$ cat src/rtl/fcb_pkg.sv
// Shared types and constants for the FIR convolver with one block of latency.
// Holds the request structs, the controller state type and the cell control group.
// No dependencies.
package fcb_pkg;

    localparam int DATA_W     = 16;
    localparam int COEF_IDX_W = 8;
    localparam int CFG_IDX_W  = 2;
    localparam int CFG_DATA_W = 16;
    localparam int TAPCNT_W   = 9;
    localparam int SCALE_W    = 16;
    localparam int PROD_W     = 2 * DATA_W;
    localparam int SCALED_W   = PROD_W + SCALE_W + 1;
    localparam int OUT_SHIFT  = 27;

    localparam logic [CFG_IDX_W-1:0] REG_TAP_COUNT  = 2'd0;
    localparam logic [CFG_IDX_W-1:0] REG_SCALE_GAIN = 2'd1;
    localparam logic [CFG_IDX_W-1:0] REG_ENABLE     = 2'd2;

    localparam logic OP_FEED = 1'b0;
    localparam logic OP_LOAD = 1'b1;

    localparam logic [TAPCNT_W-1:0] TAP_COUNT_RST = 9'd256;
    localparam logic [SCALE_W-1:0]  SCALE_RST     = 16'd4096;
    localparam logic                ENABLE_RST    = 1'b1;

    localparam logic signed [DATA_W-1:0] SAT_MAX = 16'sh7fff;
    localparam logic signed [DATA_W-1:0] SAT_MIN = 16'sh8000;

    typedef struct packed {
        logic                     opcode;
        logic signed [15:0]       sample;
        logic [COEF_IDX_W-1:0]    coef_index;
        logic signed [15:0]       coef_value;
    } t_in_req;

    typedef struct packed {
        logic signed [15:0] out_sample;
        logic               saturated;
    } t_out_req;

    typedef enum logic [2:0] {
        ST_IDLE,
        ST_SKIP,
        ST_MAC,
        ST_DRAIN,
        ST_EMIT
    } t_state;

    typedef struct packed {
        logic shift_line;
        logic clear_line;
        logic load_win;
        logic shift_win;
        logic shift_rot;
    } t_cell_ctrl;

endpackage

$ cat src/rtl/fcb_mac.sv
// Multiply-accumulate unit at the head of the tap chain, with gain, rounding
// and saturation of the finished sum. Depends on fcb_pkg.
module fcb_mac #(
    parameter int TAPS = 256
) (
    input  logic                 i_clk,
    input  logic                 i_rst_n,
    input  logic                 i_clear,
    input  logic                 i_issue,
    input  logic signed [15:0]   i_coef,
    input  logic signed [15:0]   i_sample,
    input  logic [15:0]          i_scale,
    output fcb_pkg::t_out_req    o_result
);
    import fcb_pkg::*;

    localparam int ACC_W = SCALED_W + $clog2(TAPS) + 1;
    localparam int Q_W   = ACC_W - OUT_SHIFT;

    localparam logic signed [ACC_W-1:0] RND_HALF =
        {{(ACC_W - OUT_SHIFT){1'b0}}, 1'b1, {(OUT_SHIFT - 1){1'b0}}};

    logic signed [PROD_W-1:0]   r_p1;
    logic signed [SCALED_W-1:0] r_p2;
    logic                       r_v1;
    logic                       r_v2;
    logic signed [ACC_W-1:0]    r_acc;

    logic signed [ACC_W-1:0]    rnd;
    logic signed [Q_W-1:0]      q;
    logic                       in_range;

    always_ff @(posedge i_clk) begin
        if (!i_rst_n) begin
            r_v1 <= 1'b0;
            r_v2 <= 1'b0;
        end else begin
            r_v1 <= i_issue;
            r_v2 <= r_v1;
        end
    end

    always_ff @(posedge i_clk) begin
        r_p1 <= i_coef * i_sample;
        r_p2 <= r_p1 * $signed({1'b0, i_scale});
        if (i_clear) begin
            r_acc <= '0;
        end else if (r_v2) begin
            r_acc <= r_acc + ACC_W'(r_p2);
        end
    end

    always_comb begin
        rnd      = r_acc + RND_HALF;
        q        = rnd[ACC_W-1:OUT_SHIFT];
        in_range = (&q[Q_W-1:DATA_W-1]) || !(|q[Q_W-1:DATA_W-1]);
        if (in_range) begin
            o_result.out_sample = q[DATA_W-1:0];
            o_result.saturated  = 1'b0;
        end else begin
            o_result.out_sample = q[Q_W-1] ? SAT_MIN : SAT_MAX;
            o_result.saturated  = 1'b1;
        end
    end

endmodule

$ cat config.mk
export PLATFORM = sky130hd
export DESIGN_NAME = fcb_mac
export DESIGN_NICKNAME = d
export VERILOG_FILES = /design/src/rtl/fcb_pkg.sv /design/src/rtl/fcb_mac.sv
export SDC_FILE = /design/constraint.sdc
export NUM_CORES = 2
export LEC_CHECK = 0
export ABC_AREA = 1
export BUFFER_PORTS_ARGS = -buffer_cell sky130_fd_sc_hd__buf_2
export CORE_ASPECT_RATIO = 0.75
export CORE_MARGIN = 2
export CORE_UTILIZATION = 35
export CTS_BUF_LIST = sky130_fd_sc_hd__clkbuf_2
export CTS_CLUSTER_DIAMETER = 200
export DETAILED_ROUTE_END_ITERATION = 6
export PLACE_DENSITY = 0.6
export SLEW_MARGIN = 20
export SYNTH_ARGS = -nofsm -noshare
export SYNTH_HDL_FRONTEND = slang
export SYNTH_SLANG_ARGS = --single-unit
$ cat constraint.sdc
create_clock -name i_clk -period 16.1 [get_ports i_clk]
set_clock_uncertainty 0.2 [all_clocks]
set_input_delay 0.805 -clock i_clk [delete_from_list [all_inputs] [get_ports i_clk]]
set_output_delay 0.805 -clock i_clk [all_outputs]
set_load 0.01 [all_outputs]
## After elaboration in Yosys (flattened, before gate mapping)

Cells that the tools add are included.

| storage, ports and cells | value |
|---|---|
| register bits after elaboration | 141 |
| input bits | 52 |
| output and inout port bits | 17 |
| logic and storage cells | 15 |

| cells by class | value |
|---|---|
| add/subtract/negate cells | 2 |
| multipliers | 2 |
| muxes and demuxes | 2 |
| reductions and logical operators | 4 |

Operators with widths:

| kind | number |
|---|---|
| $add A58 B28 Y58 const B | 1 |
| $add A58 B49 Y58 | 1 |
| $mul A32 B17 Y49 | 1 |
| $mul A16 B16 Y32 | 1 |
| $mux W17 | 1 |
| $mux W16 | 1 |
| $reduce_and A16 Y1 | 1 |
| $reduce_or A16 Y1 | 1 |
| $logic_not A1 Y1 | 1 |
| $logic_or A1 B1 Y1 | 1 |

## Logic depth before layout (Yosys ltp)

| logic depth | value |
|---|---|
| depth in word-level cells | 5 |
| depth in mapped cells | 28 |

## Worst setup path before layout

OpenSTA, ideal clock, no wires.

| path | value |
|---|---|
| path type | input-to-reg |
| start | input port i_sample[5] |
| end | register r_p1[30] |
| arrival | 5,835 ps |
| data required time | 15,788 ps |
| setup slack | 9,953 ps |
| stages on the path | 19 |
| buffers on the path | 2 |
| cell sequence | clkbuf_1 > clkbuf_1 > nand2_1 > fa_1 > inv_1 > fa_1 > inv_1 > fa_1 > fa_1 > fa_1 > fa_1 > inv_1 > ha_1 > inv_1 > nor3_1 > nand2_1 > o211a_1 > nand3_1 > nand2_1 |

| between the ends | value |
|---|---|
| cells in the longest elaborated chain, start to end | 1 |

RTL lines:

| element | RTL line | text |
|---|---|---|
| start, declared | fcb_mac.sv:11 | `input logic signed [15:0] i_sample,` |
| $mul A16 B16 Y32 | fcb_mac.sv:44 | `r_p1 <= i_coef * i_sample;` |
| end signal, assigned | fcb_mac.sv:44 |  |
| end, declared | fcb_mac.sv:23 | `logic signed [PROD_W-1:0] r_p1;` |

No other way between the ends.
A chain may end at the register's enable or synchronous reset.

## Worst setup path in the final report

| path | value |
|---|---|
| start | register r_p1[9] |
| end | register r_p2[42] |

| between the ends | value |
|---|---|
| cells in the longest elaborated chain, start to end | 1 |

RTL lines:

| element | RTL line | text |
|---|---|---|
| $mul A32 B17 Y49 | fcb_mac.sv:45 | `r_p2 <= r_p1 * $signed({1'b0, i_scale});` |
| end signal, assigned | fcb_mac.sv:45 |  |
| end, declared | fcb_mac.sv:24 | `logic signed [SCALED_W-1:0] r_p2;` |

No other way between the ends.

==> flow_summary.toml <==
[final_layout]
final_common_cell = "inv_1"
final_cell_mix = "1568 x inv_1, 1450 x nand2_1, 752 x fa_1, 365 x nor2_1, 257 x ha_1"
fin_nets = 6430
drive_above_1_share = 0.0262
postLayoutCellArea_um2 = 40800
syn_to_final_growth_pct = 4.62

[logic_synthesis]
syn-num-nets = 6519
synth_warnings = 0
netlist_instances = 5458
ys_ff_latch = 141
seq_area_frac_synth = 0.0725
synth_area_um2 = 39000
avgSynthCellArea_um2 = 7.14
ys_types = 39

[sta]
relSlewSlack = 0.353
timing.final.ws_setup_ns = 9.10
holdWs_ns = 0.164
drv_slew = 0
min_period_ns = 7.00
hold_viol = 0
worst_pin_slew_ns = 0.968
tns_ns = 0
period_share = 0.434
rsz0062_at_grt = "no"
final-setup-viol-count = 0
max_freq_mhz = 143

[global_routing]
grt_max_degree = 59
gr-usage-all-layers = 0.207
antenna_found_initial = 6
grt_pass1_wl_mm = 185
grt.overflow.total = 0
grt_pass1_vias = 34000

[setup_path]
r2r_end = "r_p2[42]"
critical_path_arrival_ns = 7.82
critPathCapture = "r_p2[42]"
critical_path_class = "flip-flop to flip-flop"
critPathCaptureType = "flip-flop"
r2r.worst_path.cells = 20
reg2reg_from = "r_p1[9]"
cp.required_ns = 16.93
crit_path_max_fanout = 16
rrSetupSlack_ns = 9.10
startpoint = "r_p1[9]"
cp-start-kind = "flip-flop"

[cts]
clock_path_buffers = 2
cts_root_buf = "clkbuf_2"
path_clk_slew_ns = 0.32
ctsResizeCount = 0
post_cts_buffers = 0
clock-sinks = 141
cts_tree = "yes"
cts_max_level = 4
postCtsHoldBufs = 6
clk_latency_ns = 1.06
numCtsBuffers = 17

[floorplan]
io_pins = 69
die_h_um = 293
start_util = 0.355
die-area_um2 = 114000
core_area_um2 = 110000
placementRows = 105
die_w_um = 389

[flow_run]
max-cap-violations = 0

[placement]
dpl_cell_area_um2 = 40400
dp_slack_ns = 8.74
hpwl_mm = 94.4
io_buffers = 68
place_congestion = 0.981

[run_status]
status = "completed"

[worst_hold_path]
min_from = "i_coef[0]"
hold_path.class = "primary input to flip-flop"

[routing]
wirelength_mm = 112
wl_per_cell_um = 16.4
drt_iter0_drc = 2636
via_count = 32700
drt_drc_violations_left = 0
final_antenna_net_count = 0
via_per_inst = 4.78
drtPass1Iterations = 5
## worst max-delay path: stages, from the launching register on
cell	delay (ns)
dfxtp_1	1.00
nand2_1	0.19
fa_1	0.59
inv_1	0.05
fa_1	0.48
fa_1	0.64
fa_1	0.48
fa_1	0.50
inv_1	0.05
fa_1	0.48
inv_1	0.04
ha_1	0.34
nand2_1	0.12
nor2_1	0.25
nand2_1	0.09
o21ai_0	0.58
nand3_1	0.39
a21boi_0	0.33
nor2_1	0.06
nand2_1	0.06
nand2_1	0.06
## worst min-delay path by stage
stage / end / slack, ns / cells past startpoint
after floorplan: r_v2 / 0.19 / 2
after global placement: r_v2 / 0.20 / 2
after detailed placement: r_v2 / 0.20 / 2
after CTS: r_p1[1] / 0.04 / 4
after global routing: r_p1[1] / 0.15 / 4
final: r_p1[1] / 0.16 / 4
## cells by family (layout without fill, tap and decap cells)
group	after synthesis	count (layout)	share of synthesized area
AND/OR/NAND/NOR	2057	2057	0.209
buffers and inverters	1760	1684	0.170
adder cells (fa/ha/maj)	1009	1009	0.469
AO/OA/AOI/OAI	372	372	0.0522
flip-flops	141	141	0.0725
XOR/XNOR	119	119	0.0268
other	0	3	0
## sequential cells by signal (all words and copies together) (netlist names)
register  flops
r_p2         49
r_acc        58
r_p1         32
r_v1          1
r_v2          1
## layer usage
layer	global-route usage	share of wire	up-vias
met3	0.0495	0.093	118
met4	0.0389	0.014	4
met2	0.301	0.41	1059
met5	0.00719	0.0011	-
li1	-	-	15400
met1	0.309	0.48	16000
## stage by stage
| stage | cells | utilization |
|---|---|---|
| 2_1_floorplan | 5458 | - |
| 3_3_place_gp | 6788 | 0.368 |
| 3_5_place_dp | 6788 | 0.368 |
| 4_1_cts | 6826 | 0.371 |
| 5_1_grt | 6829 | 0.371 |
| 6_report | 6829 | 0.371 |
## cell usage after synthesis
library cell,instances,area [um^2]
o221ai_1,1,8.76
nand3b_1,5,37.5
a21boi_0,7,52.6
nand3_1,148,741
nor2_1,365,1370
dfxtp_1,141,2820
nand2_2,11,68.8
o21ai_0,124,621
xnor2_1,30,263
nor2_2,5,31.3
buf_8,1,15.0
o21ai_1,1,5.00
a31o_2,1,8.76
xor2_1,89,780
nand4_1,26,163
buf_1,2,7.51
o21a_1,5,37.5
a211oi_1,4,30.0
fa_1,752,15100
nand2_4,2,22.5
o211a_1,1,10.0
a21o_1,8,60.1
nand2_1,1450,5440
nand3_2,1,10.0
a21boi_1,1,7.51
a21oi_1,177,886
ha_1,257,3220
and3_1,1,6.26
a31oi_1,6,37.5
nor2_4,5,56.3
clkbuf_1,187,702
and2_1,5,31.3
inv_1,1569,5890
nor3_1,24,120
o21bai_1,31,233
or2_2,5,31.3
buf_12,1,20.0
o211ai_1,5,37.5
nor4_1,4,25.0
## final cells by class
class | instances | area, um^2
fillers | 11700 | 69100
multi-input cells | 3557 | 29500
inverters | 1569 | 5890
flip-flops and latches | 141 | 2820
well taps | 1444 | 1810
repair buffers | 83 | 468
clock inverters | 15 | 178
clock buffers | 17 | 85.1
diodes | 3 | 7.51
Power is not shown: default switching activity piles up to over one toggle a cycle in this logic, so the estimate is an artifact.
