File: src/rtl/fcb_pkg.sv
// Shared types and constants for the FIR convolver with one block of latency.
// Holds the request structs, the controller state type and the cell control group.
// No dependencies.
package fcb_pkg;

    localparam int DATA_W     = 16;
    localparam int COEF_IDX_W = 8;
    localparam int CFG_IDX_W  = 2;
    localparam int CFG_DATA_W = 16;
    localparam int TAPCNT_W   = 9;
    localparam int SCALE_W    = 16;
    localparam int PROD_W     = 2 * DATA_W;
    localparam int SCALED_W   = PROD_W + SCALE_W + 1;
    localparam int OUT_SHIFT  = 27;

    localparam logic [CFG_IDX_W-1:0] REG_TAP_COUNT  = 2'd0;
    localparam logic [CFG_IDX_W-1:0] REG_SCALE_GAIN = 2'd1;
    localparam logic [CFG_IDX_W-1:0] REG_ENABLE     = 2'd2;

    localparam logic OP_FEED = 1'b0;
    localparam logic OP_LOAD = 1'b1;

    localparam logic [TAPCNT_W-1:0] TAP_COUNT_RST = 9'd256;
    localparam logic [SCALE_W-1:0]  SCALE_RST     = 16'd4096;
    localparam logic                ENABLE_RST    = 1'b1;

    localparam logic signed [DATA_W-1:0] SAT_MAX = 16'sh7fff;
    localparam logic signed [DATA_W-1:0] SAT_MIN = 16'sh8000;

    typedef struct packed {
        logic                     opcode;
        logic signed [15:0]       sample;
        logic [COEF_IDX_W-1:0]    coef_index;
        logic signed [15:0]       coef_value;
    } t_in_req;

    typedef struct packed {
        logic signed [15:0] out_sample;
        logic               saturated;
    } t_out_req;

    typedef enum logic [2:0] {
        ST_IDLE,
        ST_SKIP,
        ST_MAC,
        ST_DRAIN,
        ST_EMIT
    } t_state;

    typedef struct packed {
        logic shift_line;
        logic clear_line;
        logic load_win;
        logic shift_win;
        logic shift_rot;
    } t_cell_ctrl;

endpackage

File: src/rtl/fcb_cell.sv
// One tap cell of the convolver chain: coefficient, two history entries and
// their working copies, each handed to a neighbor cell. Depends on fcb_pkg.
module fcb_cell (
    input  logic                       i_clk,
    input  logic                       i_rst_n,
    input  fcb_pkg::t_cell_ctrl        i_ctrl,
    input  logic                       i_coef_we,
    input  logic signed [15:0]         i_coef_value,
    input  logic signed [15:0]         i_line_a,
    input  logic signed [15:0]         i_line_b,
    input  logic signed [15:0]         i_win_a,
    input  logic signed [15:0]         i_win_b,
    input  logic signed [15:0]         i_rot,
    output logic signed [15:0]         o_line_a,
    output logic signed [15:0]         o_line_b,
    output logic signed [15:0]         o_win_a,
    output logic signed [15:0]         o_win_b,
    output logic signed [15:0]         o_rot
);
    import fcb_pkg::*;

    logic signed [DATA_W-1:0] r_coef;
    logic signed [DATA_W-1:0] r_line_a;
    logic signed [DATA_W-1:0] r_line_b;
    logic signed [DATA_W-1:0] r_win_a;
    logic signed [DATA_W-1:0] r_win_b;
    logic signed [DATA_W-1:0] r_rot;

    always_ff @(posedge i_clk) begin
        if (!i_rst_n) begin
            r_coef   <= '0;
            r_line_a <= '0;
            r_line_b <= '0;
        end else begin
            if (i_coef_we) begin
                r_coef <= i_coef_value;
            end
            if (i_ctrl.clear_line) begin
                r_line_a <= '0;
                r_line_b <= '0;
            end else if (i_ctrl.shift_line) begin
                r_line_a <= i_line_a;
                r_line_b <= i_line_b;
            end
        end
    end

    always_ff @(posedge i_clk) begin
        if (i_ctrl.load_win) begin
            r_win_a <= i_line_a;
            r_win_b <= i_line_b;
            r_rot   <= r_coef;
        end else begin
            if (i_ctrl.shift_win) begin
                r_win_a <= i_win_a;
                r_win_b <= i_win_b;
            end
            if (i_ctrl.shift_rot) begin
                r_rot <= i_rot;
            end
        end
    end

    assign o_line_a = r_line_a;
    assign o_line_b = r_line_b;
    assign o_win_a  = r_win_a;
    assign o_win_b  = r_win_b;
    assign o_rot    = r_rot;

endmodule

File: config.mk
export PLATFORM = sky130hd
export DESIGN_NAME = fcb_cell
export DESIGN_NICKNAME = d
export VERILOG_FILES = /design/src/rtl/fcb_pkg.sv /design/src/rtl/fcb_cell.sv
export SDC_FILE = /design/constraint.sdc
export NUM_CORES = 1
export LEC_CHECK = 0
export BUFFER_PORTS_ARGS = -buffer_cell sky130_fd_sc_hd__buf_2
export CAP_MARGIN = 20
export CORE_MARGIN = 4
export CORE_UTILIZATION = 42
export CTS_CLUSTER_DIAMETER = 100
export DETAILED_ROUTE_END_ITERATION = 10
export GPL_TIMING_DRIVEN = 0
export PLACE_DENSITY = 0.79
export SYNTH_ARGS = -nofsm -noshare
export SYNTH_HDL_FRONTEND = slang
export SYNTH_SLANG_ARGS = --single-unit
File: constraint.sdc
create_clock -name i_clk -period 1.55 [get_ports i_clk]
set_clock_uncertainty 0.05 [all_clocks]
set_input_delay 0.31 -clock i_clk [delete_from_list [all_inputs] [get_ports i_clk]]
set_output_delay 0.31 -clock i_clk [all_outputs]
set_load 0.02 [all_outputs]
=== After elaboration in Yosys (flattened, before gate mapping) ===
Cells that the tools add are included.

* Logic and storage cells: 16
* Register bits: 96
* Input port bits: 104

* Reduce and logical (&&, ||, !) cells: 3
* Bitwise gates (word level): 1
* Multiplexer cells: 6

{| class="wikitable"
|+ Operator list
! kind !! number
|-
| 16-bit 2-to-1 mux || 6
|-
| 2-bit nonzero test || 2
|-
| 2-bit OR reduction || 1
|-
| 1-bit inverter || 1
|}

=== Longest topological paths before layout ===
Gate-level depths: netlist (run 1).

* Word-level depth: 2
* Gate-level depth with buffers: 4

=== Worst setup path after synthesis (run 1) ===
OpenSTA, ideal clock, no wires.

* Path type: input-to-reg
* From: input port i_ctrl[2] in the netlist's numbering
* To: register r_win_a[0] (netlist: o_win_a[0]), enable pin
* Setup slack: 0.070 ns
* Arrival time: 1.101 ns
* Path buffers: 2
* Cell stages on the path: 3
* Setup time: 0.329 ns
* Cell sequence: buf_6 > buf_12 > or2_2

* Word-level cells in the longest chain between the ends: 1

{| class="wikitable"
|+ RTL lines
! element !! line !! source
|-
| start, declared || fcb_cell.sv:6 || <nowiki>input fcb_pkg::t_cell_ctrl i_ctrl,</nowiki>
|-
| 2-bit nonzero test (no line) || - ||
|-
| end signal, assigned || fcb_cell.sv:50 || <nowiki>r_win_a <= i_line_a;</nowiki>
|-
| end signal, assigned || fcb_cell.sv:55 || <nowiki>r_win_a <= i_win_a;</nowiki>
|-
| end, declared || fcb_cell.sv:25 || <nowiki>logic signed [DATA_W-1:0] r_win_a;</nowiki>
|}

No other way between the ends.
A chain may end at the register's enable or synchronous reset.

=== Final worst setup path (run 1) ===
* From: input port i_ctrl[2] in the netlist's numbering
* To: register r_win_b[9] (netlist: o_win_b[9]), enable pin

* Word-level cells in the longest chain between the ends: 1

{| class="wikitable"
|+ RTL lines
! element !! line !! source
|-
| 2-bit nonzero test (no line) || - ||
|-
| end signal, assigned || fcb_cell.sv:51 || <nowiki>r_win_b <= i_line_b;</nowiki>
|-
| end signal, assigned || fcb_cell.sv:56 || <nowiki>r_win_b <= i_win_b;</nowiki>
|-
| end, declared || fcb_cell.sv:26 || <nowiki>logic signed [DATA_W-1:0] r_win_b;</nowiki>
|}

No other way between the ends.

==> reports/qor.yml, run 1 <==
drive_above_1_share: 0.571
status: "finished clean"
cts-resized-gates: 0
switching_share: 0.258
synthFlopType: "edfxtp_1"
hold_viol: 0
synth_top_area_cell: "edfxtp_1"
period_needed_ns: 1.35
cp_max_fo: 32
grt_max_degree: 33
ff2ff_path_depth: 1
die_area_um2: 11300
clkTransAtPathRegs_ns: 0.10
p_clk_frac: 0.294
p_int_mw: 4.09
io_buffers: 180
die_width_um: 106
fin_crit_sh: 0.869
maxSlewHeadroom: 0.468
cts_root_buf: "clkbuf_8"
synthCells: 259
htreeDepth: 3
crit_type: "in2reg"
cp.arrival_ns: 1.27
worst_pin_slew_ns: 0.797
drc: 0
timing.rr.end: "o_rot[1]"
routedWlPerCell_um: 15.5
seq_area_frac_synth: 0.595
synthMuxAreaShare: 0.297
hold-worst-slack_ns: 0.156
clk_path_buf_depth: 2
synth_edf_count: 48
multi_input_area_um2: 1440
worstSetupEndpointType: "register"
hold_class: "in2reg"
start_kind: "input pin"
cts_setup_buffers: 0
power.density_nw_per_um2: 1040
gp_congestion: 0.731
core_um2: 9280
rrSetupSlack_ns: 0.68
ir_worst_vdd_v: 0.000616
async_reset_ff_frac: 0
maxCapViolCount: 0
r2r_start: "r_coef[1]"
slew_viol_final: 0
grt_pass1_wl_um: 14500
ys_ff_latch: 96
via_count: 2678
fp-row-count: 35
ff_latch_area_um2: 2400
yosys_warnings: 0
routed_wl_um: 9080
utilization: 0.571
synth_top_family_by_area: "multiplexers"
antenna_found_initial: 0
ant_nets: 0
synth_top_cells_by_count: "dfxtp_1 (48), edfxtp_1 (48), mux2_4 (48), mux2i_1 (48), nor2_1 (32)"
startpoint: "i_ctrl[2]"
synth_xor_area_frac: 0
syn-num-nets: 363
grt_pass1_vias: 2896
power_frac_seq: 0.532
synthTopCellsByArea: "edfxtp_1 (36%), dfxtp_1 (24%), mux2_4 (18%)"
clk_latency_ns: 0.35
cts_buffers: 9
initial_core_util: 0.435
chipHeight_um: 106
critPathRequiredTime_ns: 1.47
power_frac_comb: 0.174
synth-simple-area-share: 0.0592
cts_hold_buf: 0
setup_viol: 0
clock-sinks: 96
synth_top_area_frac: 0.357
cts_tree: "done"
netlist_area_um2: 4040
p_sw_mw: 1.42
p_leak_nw: 2.60
antenna_cells: 0
yosys.area_share.adder: 0
grt.total_usage: 0.162
syn_to_final_growth_pct: 31.2
cp-endpoint: "o_win_b[9]"
dr.pass1.iters: 4
drt_iter0_markers: 68
ios: 184
nets: 554
synth_area_per_cell_um2: 15.6
rsz0062_at_grt: "no"
synth_cell_types: 14
synth-compound-area-share: 0
overflow: 0
dp_hpwl_um: 6930
fmax_ghz: 0.742
fill_cells: 789
via_per_inst: 4.59
[per-layer routing]
layer  track usage  up-vias  wire, um
met5             0        -         0
met4        0.0361        0       115
met3        0.0662       10       837
met2         0.286      120      4510
met1         0.184     1251      3610
li1              -     1297         -
[critical path: stages]
cell    delay [ns]
buf_6         0.14
buf_12        0.15
or2_2         0.64
[worst min path at each step]
stage                     slack (ns)      endpoint         start  cells after the start
after global routing            0.16  o_line_a[14]  i_line_a[14]                      3
after detailed placement        0.43   o_line_a[6]   o_line_a[6]                      2
after floorplan                 0.39    r_coef[10]       i_rst_n                      1
after global placement          0.42  o_line_b[15]  o_line_b[15]                      2
final                           0.16   o_line_a[3]   i_line_a[3]                      3
after CTS                       0.14  o_line_b[11]  i_line_b[11]                      3
[cells in the final DEF, fill, tap and decap left out, drive strengths merged]
cell type,Yosys,final
buf,15,195
bufinv,0,1
clkbuf,1,11
clkinv,0,2
clkinvlp,0,1
dfxtp,48,48
edfxtp,48,48
inv,0,2
mux2,48,48
mux2i,48,48
nand2b,1,1
nor2,32,32
nor2b,16,16
or2,2,2
[power by group through the flow]
stage | sequential, mW | clock (mW) | combinational, mW
floorplan | 3.20 | 0 | 0.392
global placement | 2.98 | 0 | 0.956
detailed placement | 2.99 | 0 | 0.972
CTS | 2.93 | 1.68 | 0.974
global route | 2.95 | 1.79 | 1.03
finish | 2.93 | 1.62 | 0.959
[metrics by stage]
stage / instances / setup WS [ns] / power, mW / TNS [ns] / instance area, um^2
detailed placement: 568 / -0.199 / 3.96 / -6.29 / 5100
global placement: 568 / -0.169 / 3.93 / -5.32 / 5100
global route: 584 / 0.137 / 5.77 / 0 / 5300
finish: 584 / 0.202 / 5.51 / 0 / 5300
floorplan: 259 / 0.0700 / 3.59 / 0 / 4040
CTS: 584 / 0.177 / 5.58 / 0 / 5300
[logic make-up (layout without fill, tap and decap cells)]
kind of cell	after synthesis	count (layout)
DFF	96	96
buffers and inverters	16	212
muxes	96	96
and+or+nand+nor	51	51
[state kept, by name (all words and copies together), names as in the netlist]
| register | flops |
|---|---|
| o_line_a | 16 |
| o_win_b | 16 |
| r_coef | 16 |
| o_rot | 16 |
| o_line_b | 16 |
| o_win_a | 16 |
[layout make-up]
cell class	instances	share of cell area
multi-input combinational	147	0.272
buffer	16	0.0373
clock inverter	6	0.0130
clock buffer	10	0.0241
tap	129	0.0305
timing repair buffer	180	0.170
sequential	96	0.453
No activity file was read; power rests on OpenSTA's default activity.
==> run 2: changes to the inputs <==
--- a/config.mk
+++ b/config.mk
@@ -5,6 +5,7 @@
 export SDC_FILE = /design/constraint.sdc
 export NUM_CORES = 1
 export LEC_CHECK = 0
+export ABC_AREA = 1
 export BUFFER_PORTS_ARGS = -buffer_cell sky130_fd_sc_hd__buf_2
 export CAP_MARGIN = 20
 export CORE_MARGIN = 4
==> reports/qor.yml, run 2 <==
crit_buf_inv: 2  # unchanged
die_area_um2: 10800  # -4.0%
hold_class: "in2reg"
maxCapViolCount: 0  # unchanged
synth_edf_count: 48  # unchanged
path_delay_family: "simple AND/OR/NAND/NOR gates"
drc: 0  # unchanged
cp_max_fo: 16  # -50%
initial_core_util: 0.437  # +0.00176
syn-num-nets: 519  # +43%
dpl_cell_area_um2: 4910  # -3.8%
cp.arrival_ns: 1.31  # +0.04 ns
cts_hold_buf: 0  # unchanged
syn_to_final_growth_pct: 32.4
setup_viol: 0  # unchanged
worstSetupEndpointType: "register"
hold_viol: 0  # unchanged
synth_xor_area_frac: 0  # unchanged
synthMuxAreaShare: 0  # -0.297
power.density_nw_per_um2: 1090  # +4.7%
cts-resized-gates: 0  # unchanged
clk_path_buf_depth: 2  # unchanged
drt_iter0_markers: 135  # +99%
synth_cell_types: 14  # unchanged
ir_worst_vdd_v: 0.000446  # -28%
synth_top_family_by_area: "simple AND/OR/NAND/NOR gates"
synth-simple-area-share: 0.238  # +0.179
ys_ff_latch: 96  # unchanged
final_cell_area_um2: 5120  # -3.4%
grt_pass1_vias: 3492  # +21%
routed_wl_um: 10500  # +15%
slowest_stage: "or2_1"
cts_tree: "done"
period_needed_ns: 1.38  # +0.0337 ns
overflow: 0  # unchanged
via_per_inst: 4.77  # +4.1%
drive_above_1_share: 0.416  # -0.156
clkTransAtPathRegs_ns: 0.09  # about the same
nets: 711  # +28%
synthFlopType: "edfxtp_1"
clock-sinks: 96  # unchanged
antenna_found_initial: 0  # unchanged
die_width_um: 104  # -2.0%
cp_cell_sequence: "buf_2 -> buf_2 -> or2_1"
slew_viol_final: 0  # unchanged
synthCells: 415  # +60%
grt.total_usage: 0.192  # +0.0304
io_buffers: 181  # +0.56%
netlist_area_um2: 3870  # -4.3%
hold-worst-slack_ns: 0.126  # -0.0302 ns
dp_hpwl_um: 7860  # +13%
maxSlewHeadroom: 0.535  # +0.0669
gp_congestion: 0.812  # +11%
ant_nets: 0  # unchanged
async_reset_ff_frac: 0  # unchanged
synthTopCellsByArea: "edfxtp_1 (37%), dfxtp_1 (25%), nand2_1 (20%)"
final_common_cell: "nand2_1"
core_um2: 8850  # -4.7%
synth_top_cells_by_count: "nand2_1 (208), dfxtp_1 (48), edfxtp_1 (48)"
critPathMaxStageDelay_ns: 0.59  # -0.05 ns
start_kind: "input pin"
yosys.area_share.adder: 0  # unchanged
synth-compound-area-share: 0.0913  # +0.0913
seq_area_frac_synth: 0.621  # +0.0267
cts_setup_buffers: 0  # unchanged
ios: 184  # unchanged
routedWlPerCell_um: 14.5  # -6.4%
grt_max_degree: 33  # unchanged
antenna_cells: 0  # unchanged
path_common_cell: "buf_2"
worst_pin_slew_ns: 0.697  # -0.100 ns
rsz0062_at_grt: "no"
yosys_warnings: 0  # unchanged
crit_type: "in2reg"
critPathRequiredTime_ns: 1.48  # about the same
cts_root_buf: "clkbuf_8"
fp-row-count: 34  # -2.9%
htreeDepth: 3  # unchanged
fmax_ghz: 0.724  # -2.4%
cts_buffers: 9  # unchanged
status: "finished clean"
chipHeight_um: 104  # -2.0%
yosysMostFrequentCell: "nand2_1"
fin_crit_sh: 0.891  # +0.0217
via_count: 3433  # +28%
p_leak_nw: 2.53  # -2.7%
grt_pass1_wl_um: 17000  # +17%
synth_top_area_cell: "edfxtp_1"
dr.pass1.iters: 4  # unchanged
synth_area_per_cell_um2: 9.32  # -40%
clk_latency_ns: 0.35  # about the same
synth_top_area_frac: 0.373  # +0.0160
layout_common_cells: "nand2_1 (208), buf_2 (193), dfxtp_1 (48), edfxtp_1 (48), nor2_1 (32)"
-- run 2: cell type report --
cell class	count	area [um^2]
plain buffers	24	176
clock buffers	9	124
clock inverters	6	85.1
fillers	804	3730
inverters	4	15.0
multi-input cells	291	1270
flip-flops and latches	96	2400
well taps	108	135
repair buffers	181	906
-- run 2: metrics by stage --
step	setup TNS, ns	instances	total power [mW]	utilization	setup WS [ns]
after floorplan	0	415	3.49	-	0.0372
after global placement	-12.95	704	3.85	0.555	-0.303
after detailed placement	-15.01	704	3.88	0.555	-0.360
after CTS	0	719	5.62	0.578	0.00569
after global routing	0	719	5.81	0.578	0.0526
final	0	719	5.57	0.578	0.169
-- run 2: cells by family (layout without fill, tap and decap cells) --
family / Yosys count / after routing
flops: 96 / 96
compound gates: 48 / 48
simple gates: 243 / 243
buf+inv: 28 / 224
-- run 2: layer usage --
metal,share of wire,routed length (um),vias to the layer above,GRT usage
met5,0,0,-,0
li1,-,-,1711,-
met1,0.42,4340,1555,0.231
met4,0.025,259,0,0.0807
met3,0.070,730,21,0.0435
met2,0.49,5120,146,0.332
-- run 2: worst paths after layout --
kind,startpoint,endpoint,slack (ns),cells after the start
setup / recovery,i_ctrl[2],o_rot[14],0.17,3
hold / removal,i_coef_value[6],r_coef[6],0.13,3
setup reg to reg,r_coef[6],o_rot[6],0.80,2
hold reg to reg,o_line_a[15],o_line_a[15],0.42,2
-- run 2: power breakdown --
part	leakage [nW]	internal (mW)	switching (mW)	total (mW)
combinational	1.53	0.318	0.562	0.880
clock	0.103	0.896	0.859	1.75
sequential	0.894	2.87	0.0616	2.93
-- run 2: tightest hold or removal path, delay by kind of cell --
kind / cells / cell delay [ns]
and+or+nand+nor: 2 / 0.11
buffers and inverters: 1 / 0.07
